$ cat config.mk
export PLATFORM = sky130hd
export DESIGN_NAME = circular_list_cursor_queue_top_flat
export DESIGN_NICKNAME = d
export VERILOG_FILES = /design/src/rtl/clcq_pkg.sv /design/src/rtl/clcq_in_if.sv /design/src/rtl/clcq_out_if.sv /design/src/rtl/clcq_ram.sv /design/src/rtl/clcq_ctrl.sv /design/src/rtl/circular_list_cursor_queue_top.sv /design/src/flat_wrapper.sv
export VERILOG_INCLUDE_DIRS = /design/src /design/src/rtl
export SDC_FILE = /design/constraint.sdc
export NUM_CORES = 2
export LEC_CHECK = 0
export BUFFER_PORTS_ARGS = -buffer_cell sky130_fd_sc_hd__buf_2
export CAP_MARGIN = 20
export CORE_MARGIN = 2
export CORE_UTILIZATION = 52
export DETAILED_ROUTE_END_ITERATION = 7
export PLACE_DENSITY = 0.67
export SLEW_MARGIN = 10
export SYNTH_ARGS = -nofsm -noshare
export SYNTH_HDL_FRONTEND = slang
export SYNTH_SLANG_ARGS = --single-unit
$ cat constraint.sdc
create_clock -name clk -period 5.3 [get_ports clk]
set_clock_uncertainty 0.1 [all_clocks]
set_input_delay 0.53 -clock clk [delete_from_list [all_inputs] [get_ports clk]]
set_output_delay 0.53 -clock clk [all_outputs]
set_load 0.1 [all_outputs]
$ cat src/rtl/circular_list_cursor_queue_top_assert.svh
// Assertion macros used by the queue controller RTL.
`ifndef CIRCULAR_LIST_CURSOR_QUEUE_TOP_ASSERT_SVH
`define CIRCULAR_LIST_CURSOR_QUEUE_TOP_ASSERT_SVH

// Same-cycle implication, sampled on clk, off while in reset.
`define CLCQ_ASSERT_IMPL(label, ante, cons) \
  label: assert property (@(posedge clk) disable iff (!rst_n) (ante) |-> (cons)) \
    else $error("clcq assertion failed");

// Next-cycle implication, sampled on clk, off while in reset.
`define CLCQ_ASSERT_NEXT(label, ante, cons) \
  label: assert property (@(posedge clk) disable iff (!rst_n) (ante) |=> (cons)) \
    else $error("clcq assertion failed");

`endif

$ cat src/rtl/clcq_pkg.sv
// Package: sizes, codes, memory request types and helpers for the queue.
`timescale 1ns / 1ps
package clcq_pkg;

  localparam int CAPACITY = 64;
  localparam int DATA_W   = 32;
  localparam int IDX_W    = $clog2(CAPACITY);
  localparam int CNT_W    = $clog2(CAPACITY + 1);

  typedef enum logic [2:0] {
    OP_ENQ  = 3'd0,
    OP_DEQ  = 3'd1,
    OP_ROT  = 3'd2,
    OP_PEEK = 3'd3,
    OP_CLR  = 3'd4
  } op_t;

  typedef enum logic [1:0] {
    STAT_OK    = 2'd0,
    STAT_EMPTY = 2'd1,
    STAT_FULL  = 2'd2
  } status_t;

  // Request to a memory that holds node indexes (links, free stack).
  typedef struct packed {
    logic             re;
    logic [IDX_W-1:0] raddr;
    logic             we;
    logic [IDX_W-1:0] waddr;
    logic [IDX_W-1:0] wdata;
  } idx_req_t;

  // Request to the payload memory.
  typedef struct packed {
    logic              re;
    logic [IDX_W-1:0]  raddr;
    logic              we;
    logic [IDX_W-1:0]  waddr;
    logic [DATA_W-1:0] wdata;
  } pay_req_t;

  // Out-of-range node index maps to node zero.
  function automatic logic [IDX_W-1:0] slot(input logic [IDX_W-1:0] i);
    return (int'(i) < CAPACITY) ? i : '0;
  endfunction

endpackage

$ cat src/rtl/clcq_in_if.sv
// Input channel: operation code and payload with valid/ready.
`timescale 1ns / 1ps
interface clcq_in_if;
  logic                       valid;
  logic                       ready;
  logic [2:0]                 op;
  logic [clcq_pkg::DATA_W-1:0] payload;

  modport source (output valid, output op, output payload, input ready);
  modport sink   (input valid, input op, input payload, output ready);
endinterface

$ cat src/rtl/clcq_out_if.sv
// Result channel: read data, status, count and empty flag with valid/ready.
`timescale 1ns / 1ps
interface clcq_out_if;
  logic                        valid;
  logic                        ready;
  logic [clcq_pkg::DATA_W-1:0] read_data;
  logic [1:0]                  status;
  logic [clcq_pkg::CNT_W-1:0]  entry_count;
  logic                        is_empty;

  modport source (output valid, output read_data, output status, output entry_count,
                  output is_empty, input ready);
  modport sink   (input valid, input read_data, input status, input entry_count,
                  input is_empty, output ready);
endinterface

$ cat src/rtl/clcq_ram.sv
// Generic single-write, single-read RAM with registered, enabled read.
`timescale 1ns / 1ps
module clcq_ram #(
  parameter int WIDTH = 8,
  parameter int DEPTH = 16
) (
  input  logic                     clk,
  input  logic                     we,
  input  logic [$clog2(DEPTH)-1:0] waddr,
  input  logic [WIDTH-1:0]         wdata,
  input  logic                     re,
  input  logic [$clog2(DEPTH)-1:0] raddr,
  output logic [WIDTH-1:0]         rdata
);

  logic [WIDTH-1:0] mem [DEPTH];

  always_ff @(posedge clk) begin
    if (we) begin
      mem[waddr] <= wdata;
    end
    if (re) begin
      rdata <= mem[raddr];
    end
  end

endmodule

$ cat src/rtl/clcq_ctrl.sv
// Sequencer: ring registers, read-modify-write of the node memories, result register.
`timescale 1ns / 1ps
module clcq_ctrl (
  input  logic                        clk,
  input  logic                        rst_n,
  clcq_in_if.sink                     in_ch,
  clcq_out_if.source                  out_ch,
  output clcq_pkg::idx_req_t          link_req,
  input  logic [clcq_pkg::IDX_W-1:0]  link_rdata,
  output clcq_pkg::idx_req_t          fs_req,
  input  logic [clcq_pkg::IDX_W-1:0]  fs_rdata,
  output clcq_pkg::pay_req_t          pay_req,
  input  logic [clcq_pkg::DATA_W-1:0] pay_rdata
);

`include "circular_list_cursor_queue_top_assert.svh"

  typedef enum logic [2:0] {
    ST_IDLE = 3'b001,
    ST_EX1  = 3'b010,
    ST_EX2  = 3'b100
  } state_t;

  state_t                        state_r, state_nxt;
  clcq_pkg::op_t                 op_r, op_nxt;
  logic [clcq_pkg::DATA_W-1:0]   payload_r, payload_nxt;
  logic [clcq_pkg::IDX_W-1:0]    node_r, node_nxt;
  logic [clcq_pkg::IDX_W-1:0]    cursor_r, cursor_nxt;
  logic [clcq_pkg::CNT_W-1:0]    count_r, count_nxt;
  logic [clcq_pkg::CNT_W-1:0]    free_top_r, free_top_nxt;
  logic [clcq_pkg::CNT_W-1:0]    nu_r, nu_nxt;
  logic                          out_valid_r, out_valid_nxt;
  logic [clcq_pkg::DATA_W-1:0]   out_data_r, out_data_nxt;
  clcq_pkg::status_t             out_stat_r, out_stat_nxt;
  logic [clcq_pkg::CNT_W-1:0]    out_cnt_r, out_cnt_nxt;

  logic                          in_fire;
  logic                          out_free;
  logic                          stack_ok;
  logic                          pool_full;
  logic                          ring_empty;
  logic [clcq_pkg::IDX_W-1:0]    alloc_node;
  logic [clcq_pkg::IDX_W-1:0]    cur_next;
  logic [clcq_pkg::CNT_W-1:0]    top_dec;
  logic                          done;
  logic [clcq_pkg::DATA_W-1:0]   rd;
  clcq_pkg::status_t             stat;

  assign in_ch.ready = (state_r == ST_IDLE);
  assign in_fire     = in_ch.valid && in_ch.ready;
  assign out_free    = !out_valid_r || out_ch.ready;

  assign top_dec    = free_top_r - 1'b1;
  assign stack_ok   = (free_top_r != '0) &&
                      (free_top_r <= clcq_pkg::CNT_W'(clcq_pkg::CAPACITY));
  assign pool_full  = !stack_ok && (nu_r >= clcq_pkg::CNT_W'(clcq_pkg::CAPACITY));
  assign ring_empty = (count_r == '0);
  assign alloc_node = stack_ok ? clcq_pkg::slot(fs_rdata) : nu_r[clcq_pkg::IDX_W-1:0];
  assign cur_next   = clcq_pkg::slot(link_rdata);

  always_comb begin
    // Reads are launched at accept from the current cursor; a dequeue chases
    // the victim's link and payload with a second read.
    link_req.re    = in_fire || (state_r == ST_EX1 && op_r == clcq_pkg::OP_DEQ && !ring_empty);
    link_req.raddr = (state_r == ST_EX1) ? cur_next : cursor_r;
    pay_req.re     = link_req.re;
    pay_req.raddr  = link_req.raddr;
    fs_req.re      = in_fire;
    fs_req.raddr   = top_dec[clcq_pkg::IDX_W-1:0];

    state_nxt     = state_r;
    op_nxt        = op_r;
    payload_nxt   = payload_r;
    node_nxt      = node_r;
    cursor_nxt    = cursor_r;
    count_nxt     = count_r;
    free_top_nxt  = free_top_r;
    nu_nxt        = nu_r;
    link_req.we    = 1'b0;
    link_req.waddr = cursor_r;
    link_req.wdata = cur_next;
    pay_req.we     = 1'b0;
    pay_req.waddr  = alloc_node;
    pay_req.wdata  = payload_r;
    fs_req.we      = 1'b0;
    fs_req.waddr   = free_top_r[clcq_pkg::IDX_W-1:0];
    fs_req.wdata   = node_r;
    done = 1'b0;
    rd   = '0;
    stat = clcq_pkg::STAT_OK;

    case (state_r)
      ST_IDLE: begin
        if (in_fire) begin
          state_nxt   = ST_EX1;
          op_nxt      = clcq_pkg::op_t'(in_ch.op);
          payload_nxt = in_ch.payload;
        end
      end
      ST_EX1: begin
        case (op_r)
          clcq_pkg::OP_ENQ: begin
            if (pool_full) begin
              stat = clcq_pkg::STAT_FULL;
              done = out_free;
            end else if (!ring_empty || out_free) begin
              if (stack_ok) begin
                free_top_nxt = top_dec;
              end else begin
                nu_nxt = nu_r + 1'b1;
              end
              count_nxt      = count_r + 1'b1;
              pay_req.we     = 1'b1;
              link_req.we    = 1'b1;
              link_req.waddr = alloc_node;
              if (ring_empty) begin
                link_req.wdata = alloc_node;
                cursor_nxt     = alloc_node;
                done           = 1'b1;
              end else begin
                // new node takes the cursor's old successor; cursor relinks next
                link_req.wdata = cur_next;
                node_nxt       = alloc_node;
                state_nxt      = ST_EX2;
              end
            end
          end
          clcq_pkg::OP_DEQ: begin
            if (ring_empty) begin
              stat = clcq_pkg::STAT_EMPTY;
              done = out_free;
            end else begin
              node_nxt  = cur_next;
              state_nxt = ST_EX2;
            end
          end
          clcq_pkg::OP_ROT: begin
            if (out_free) begin
              if (!ring_empty) begin
                cursor_nxt = cur_next;
              end
              done = 1'b1;
            end
          end
          clcq_pkg::OP_PEEK: begin
            if (ring_empty) begin
              stat = clcq_pkg::STAT_EMPTY;
            end else begin
              rd = pay_rdata;
            end
            done = out_free;
          end
          clcq_pkg::OP_CLR: begin
            if (out_free) begin
              count_nxt    = '0;
              free_top_nxt = '0;
              nu_nxt       = '0;
              cursor_nxt   = '0;
              done         = 1'b1;
            end
          end
          default: begin
            done = out_free;
          end
        endcase
      end
      ST_EX2: begin
        if (out_free) begin
          done = 1'b1;
          if (op_r == clcq_pkg::OP_DEQ) begin
            rd = pay_rdata;
            if (node_r == cursor_r || count_r == clcq_pkg::CNT_W'(1)) begin
              cursor_nxt = '0;
            end else begin
              link_req.we = 1'b1;
            end
            if (free_top_r < clcq_pkg::CNT_W'(clcq_pkg::CAPACITY)) begin
              fs_req.we    = 1'b1;
              free_top_nxt = free_top_r + 1'b1;
            end
            count_nxt = count_r - 1'b1;
          end else begin
            link_req.we    = 1'b1;
            link_req.wdata = node_r;
          end
        end
      end
      default: begin
        state_nxt = ST_IDLE;
      end
    endcase

    if (done) begin
      state_nxt = ST_IDLE;
    end
  end

  always_comb begin
    out_valid_nxt = done || (out_valid_r && !out_ch.ready);
    out_data_nxt  = done ? rd : out_data_r;
    out_stat_nxt  = done ? stat : out_stat_r;
    out_cnt_nxt   = done ? count_nxt : out_cnt_r;
  end

  always_ff @(posedge clk) begin
    if (!rst_n) begin
      state_r     <= ST_IDLE;
      cursor_r    <= '0;
      count_r     <= '0;
      free_top_r  <= '0;
      nu_r        <= '0;
      out_valid_r <= 1'b0;
    end else begin
      state_r     <= state_nxt;
      cursor_r    <= cursor_nxt;
      count_r     <= count_nxt;
      free_top_r  <= free_top_nxt;
      nu_r        <= nu_nxt;
      out_valid_r <= out_valid_nxt;
    end
  end

  always_ff @(posedge clk) begin
    op_r       <= op_nxt;
    payload_r  <= payload_nxt;
    node_r     <= node_nxt;
    out_data_r <= out_data_nxt;
    out_stat_r <= out_stat_nxt;
    out_cnt_r  <= out_cnt_nxt;
  end

  assign out_ch.valid       = out_valid_r;
  assign out_ch.read_data   = out_data_r;
  assign out_ch.status      = out_stat_r;
  assign out_ch.entry_count = out_cnt_r;
  assign out_ch.is_empty    = (out_cnt_r == '0);

  // every handed-out node is either in the ring or on the free stack
  `CLCQ_ASSERT_IMPL(a_node_balance, 1'b1, (count_r + free_top_r) == nu_r)
  `CLCQ_ASSERT_IMPL(a_count_max, 1'b1, count_r <= clcq_pkg::CNT_W'(clcq_pkg::CAPACITY))
  `CLCQ_ASSERT_NEXT(a_accept_starts, in_fire, state_r == ST_EX1)
  `CLCQ_ASSERT_IMPL(a_done_slot_free, done, out_free)

endmodule

$ cat src/rtl/circular_list_cursor_queue_top.sv
// An operation is accepted in IDLE and finishes in EX1 for rotate, peek, clear,
// rejected ops and enqueue into an empty ring; dequeue and enqueue into a non-empty
// ring go on to EX2 for the chained link-memory reads (cursor link, then victim
// link) and the second link write of an insert. Input is ready only in IDLE.
// Reset: synchronous, clears cursor, count and the free-pool counters; node
// memories are not cleared and need no clearing pass.
`timescale 1ns / 1ps
module circular_list_cursor_queue_top (
  input  logic       clk,
  input  logic       rst_n,
  clcq_in_if.sink    in_ch,
  clcq_out_if.source out_ch
);

  clcq_pkg::idx_req_t          link_req;
  clcq_pkg::idx_req_t          fs_req;
  clcq_pkg::pay_req_t          pay_req;
  logic [clcq_pkg::IDX_W-1:0]  link_rdata;
  logic [clcq_pkg::IDX_W-1:0]  fs_rdata;
  logic [clcq_pkg::DATA_W-1:0] pay_rdata;

  clcq_ctrl u_ctrl (
    .clk        (clk),
    .rst_n      (rst_n),
    .in_ch      (in_ch),
    .out_ch     (out_ch),
    .link_req   (link_req),
    .link_rdata (link_rdata),
    .fs_req     (fs_req),
    .fs_rdata   (fs_rdata),
    .pay_req    (pay_req),
    .pay_rdata  (pay_rdata)
  );

  clcq_ram #(.WIDTH(clcq_pkg::IDX_W), .DEPTH(clcq_pkg::CAPACITY)) u_link_ram (
    .clk   (clk),
    .we    (link_req.we),
    .waddr (link_req.waddr),
    .wdata (link_req.wdata),
    .re    (link_req.re),
    .raddr (link_req.raddr),
    .rdata (link_rdata)
  );

  clcq_ram #(.WIDTH(clcq_pkg::IDX_W), .DEPTH(clcq_pkg::CAPACITY)) u_free_ram (
    .clk   (clk),
    .we    (fs_req.we),
    .waddr (fs_req.waddr),
    .wdata (fs_req.wdata),
    .re    (fs_req.re),
    .raddr (fs_req.raddr),
    .rdata (fs_rdata)
  );

  clcq_ram #(.WIDTH(clcq_pkg::DATA_W), .DEPTH(clcq_pkg::CAPACITY)) u_pay_ram (
    .clk   (clk),
    .we    (pay_req.we),
    .waddr (pay_req.waddr),
    .wdata (pay_req.wdata),
    .re    (pay_req.re),
    .raddr (pay_req.raddr),
    .rdata (pay_rdata)
  );

endmodule

$ cat src/flat_wrapper.sv
// flat-port wrapper written by rule: the top's interface ports become plain ports
module circular_list_cursor_queue_top_flat 
  (clk, rst_n, in_ch_valid, in_ch_op, in_ch_payload, in_ch_ready, out_ch_valid, out_ch_read_data, out_ch_status, out_ch_entry_count, out_ch_is_empty, out_ch_ready);
  clcq_in_if in_ch_i ();
  clcq_out_if out_ch_i ();
  input  logic clk;
  input  logic rst_n;
  input wire logic [$bits(in_ch_i.valid)-1:0] in_ch_valid;
  input wire logic [$bits(in_ch_i.op)-1:0] in_ch_op;
  input wire logic [$bits(in_ch_i.payload)-1:0] in_ch_payload;
  output wire logic [$bits(in_ch_i.ready)-1:0] in_ch_ready;
  output wire logic [$bits(out_ch_i.valid)-1:0] out_ch_valid;
  output wire logic [$bits(out_ch_i.read_data)-1:0] out_ch_read_data;
  output wire logic [$bits(out_ch_i.status)-1:0] out_ch_status;
  output wire logic [$bits(out_ch_i.entry_count)-1:0] out_ch_entry_count;
  output wire logic [$bits(out_ch_i.is_empty)-1:0] out_ch_is_empty;
  input wire logic [$bits(out_ch_i.ready)-1:0] out_ch_ready;
  assign in_ch_i.valid = in_ch_valid;
  assign in_ch_i.op = in_ch_op;
  assign in_ch_i.payload = in_ch_payload;
  assign in_ch_ready = in_ch_i.ready;
  assign out_ch_valid = out_ch_i.valid;
  assign out_ch_read_data = out_ch_i.read_data;
  assign out_ch_status = out_ch_i.status;
  assign out_ch_entry_count = out_ch_i.entry_count;
  assign out_ch_is_empty = out_ch_i.is_empty;
  assign out_ch_i.ready = out_ch_ready;
  circular_list_cursor_queue_top u_core (.clk(clk), .rst_n(rst_n), .in_ch(in_ch_i), .out_ch(out_ch_i));
endmodule
==> flow_summary.json <==
{
  "rr_worst_depth": 7,
  "ys.flop_type": "edfxtp_1",
  "syn_avg_cell_area_um2": 18.4,
  "p_leak_uw": 0.0491,
  "ant_nets": 0,
  "fmax_mhz": 205,
  "yosys_warnings": 0,
  "grt_start_max_net_pins": 81,
  "initial_utilization": 0.523,
  "cts_max_level": 5,
  "cts.sinks": 2973,
  "wirelength_um": 275000,
  "die_w_um": 473,
  "gp_congestion": 0.860,
  "hold_depth": 3,
  "critical_path_class": "reg2reg",
  "drt-initial-drc-count": 7035,
  "cp_slowest_cell": "nor2_4",
  "critPathMaxFanout": 32,
  "routed_via_density": 6.19,
  "final.period_utilization": 0.923,
  "async_flop_share": 0,
  "syn_to_final_growth_pct": 14.2,
  "portBuffers": 82,
  "final_area_um2": 131000,
  "worst_pin_slew_ns": 1.12,
  "final_cell_mix": "edfxtp_1, mux2i_1, o22ai_1",
  "path_clk_slew_ns": 0.06,
  "place_area_um2": 121000,
  "clk_latency_ns": 0.95,
  "crit_path_cell_trace": "or3_1, o21a_1, nor2_2, mux2_2, nor2_1, nand2_1, nor2_4",
  "regToRegStartpoint": "u_core.u_ctrl.free_top_r[3]",
  "synth-edff-count": 2942,
  "num_vias": 60300,
  "crit_required_ns": 5.73,
  "relSlewSlack": 0.247,
  "syn_area_um2": 115000,
  "ys_seq_area_frac": 0.776,
  "slowest_delay_ns": 0.98,
  "cts_tree": "done",
  "grt-ovfl-total": 0,
  "cap_violations": 0,
  "fillers": 15600,
  "cp_data_arrival_time_ns": 5.32,
  "hp-class": "in2reg",
  "fin_setup_tns_ns": 0,
  "grt_pass1_vias": 59700,
  "cts.repair.resized": 0,
  "die_h_um": 473,
  "synthesis.instances": 6226,
  "cts_root_buffer": "clkbuf_16",
  "outcome": "finished clean",
  "setup_viol": 0,
  "num_io_pins": 83,
  "drv_slew": 0,
  "fin_crit_ns": 4.89,
  "fp-row-count": 172,
  "hpwlAfterDp_um": 165000,
  "cts_buffers": 308,
  "setup_slack_ns": 0.411,
  "drive_above_1_share": 0.151,
  "grt_usage": 0.244,
  "coreArea_um2": 219000,
  "clock_path_buffers": 4,
  "ir_drop_v": 0.000422,
  "regArea_um2": 89000,
  "crit_start": "u_core.u_ctrl.free_top_r[3]",
  "wl_per_cell_um": 28.3,
  "multi_input_area_um2": 24700,
  "antenna_found_initial": 10,
  "fin_nets": 6691,
  "critPathLaunchType": "flip-flop",
  "syn-num-nets": 6272,
  "hold_violations": 0,
  "hold_start": "out_ch_ready",
  "ys_ff_latch": 2973,
  "power_density_nw_per_um2": 361,
  "p_total_uw": 47200,
  "worstSetupEndpointType": "flip-flop",
  "pre_cts_slack_ns": 0.446,
  "die-area_um2": 224000,
  "firstDrtPassIters": 6,
  "drc": 0,
  "synthDistinctLibCells": 64,
  "rsz0062_at_grt": "false",
  "final_common_cell": "edfxtp_1",
  "grt_pass1_wl_um": 401000
}
-- critical path, delay by kind of cell, from the launching register on --
| kind | cells | cell delay, ns |
|---|---|---|
| simple gates | 5 | 3.07 |
| mux | 1 | 0.52 |
| flops | 1 | 0.46 |
| compound gates | 1 | 0.30 |
-- area by class of cell --
class,count,share of cell area
Antenna cell,2,0.0000383
Tap cell,2871,0.0275
Multi-Input combinational cell,2875,0.189
Timing Repair Buffer,470,0.0330
Clock inverter,131,0.00743
Clock buffer,396,0.0626
Sequential cell,2973,0.680
Inverter,17,0.000488
-- repair_timing --
| item | 4_1_cts | 5_1_grt |
|---|---|---|
| hold endpoints to repair | 49 | 0 |
| setup buffers | 0 | 0 |
| hold buffers | 36 | 0 |
-- registers in the layout (all words and copies together) (netlist names), 3 cells and up --
register                          cells
u_core.u_pay_ram.mem               2048
u_core.u_free_ram.rdata               6
u_core.u_ctrl.out_ch.entry_count      7
u_core.u_ctrl.out_ch.read_data       32
u_core.u_ctrl.free_top_r              7
u_core.u_ctrl.cursor_r                6
u_core.u_link_ram.rdata               6
u_core.u_ctrl.node_r                  6
u_core.u_link_ram.mem               384
u_core.u_ctrl.payload_r              32
u_core.u_pay_ram.rdata               32
u_core.u_ctrl.op_r                    3
u_core.u_ctrl.count_r                 7
u_core.u_ctrl.nu_r                    7
u_core.u_ctrl.state_r                 3
u_core.u_free_ram.mem               384
-- final timing paths --
path,end,slack (ns)
min reg2reg,u_core.u_ctrl.count_r[6],0.42
max,u_core.u_pay_ram.mem[27][18],0.41
max reg2reg,u_core.u_pay_ram.mem[27][18],0.41
min,u_core.u_ctrl.out_ch.valid,0.10
-- logic make-up after synthesis --
family / count (synthesis) / synth area share
buffers and inverters: 378 / 0.0140
adders and majority gates: 7 / 0.000764
AOI/OAI and AO/OA: 966 / 0.0568
muxes: 1351 / 0.129
and+or+nand+nor: 534 / 0.0224
xor gates and xnor gates: 17 / 0.00130
DFF: 2973 / 0.776
-- report_power, final --
part	switching (uW)	internal, uW
Clock	8510	11500
Combinational	856	295
Sequential	44.8	25900
Total	9410	37800
-- per-stage QoR --
| step | utilization | instances | hold WS, ns |
|---|---|---|---|
| 6_report | 0.597 | 9735 | 0.102 |
| 3_5_place_dp | 0.552 | 9163 | 0.402 |
| 3_3_place_gp | 0.552 | 9159 | 0.385 |
| 5_1_grt | 0.597 | 9734 | 0.0749 |
| 4_1_cts | 0.596 | 9726 | 0.0230 |
| 2_1_floorplan | - | 6226 | 0.364 |
-- cells in the mapped netlist (all sizes together), types with 7 or more instances --
| cell | number | area share |
|---|---|---|
| nor2 | 245 | 0.0081 |
| mux2i | 1250 | 0.11 |
| nand2b | 10 | 0.00055 |
| edfxtp | 2942 | 0.77 |
| dfxtp | 31 | 0.0054 |
| a31oi | 19 | 0.0010 |
| nand4 | 43 | 0.0023 |
| nand2 | 75 | 0.0025 |
| a21oi | 59 | 0.0026 |
| nor2b | 26 | 0.0014 |
| and2 | 40 | 0.0022 |
| clkbuf | 210 | 0.0069 |
| o21ai | 23 | 0.0010 |
| buf | 151 | 0.0065 |
| o22ai | 617 | 0.034 |
| o41ai | 152 | 0.012 |
| o31ai | 8 | 0.00057 |
| nor3 | 16 | 0.00080 |
| a211oi | 46 | 0.0030 |
| xor2 | 11 | 0.00084 |
| nand3 | 24 | 0.0011 |
| nand3b | 8 | 0.00052 |
| mux4 | 96 | 0.019 |
| or3 | 20 | 0.0011 |
| inv | 17 | 0.00056 |
| ha | 7 | 0.00076 |
-- metal layers --
layer	routed length (um)	track usage	part of all wire	up-vias
li1	-	-	-	26300
met4	6800	0.0669	0.025	4
met5	23	0	0.000083	-
met3	22500	0.0470	0.082	418
met2	132000	0.388	0.48	2521
met1	114000	0.345	0.42	31000
(Power assumes the default switching activity.)
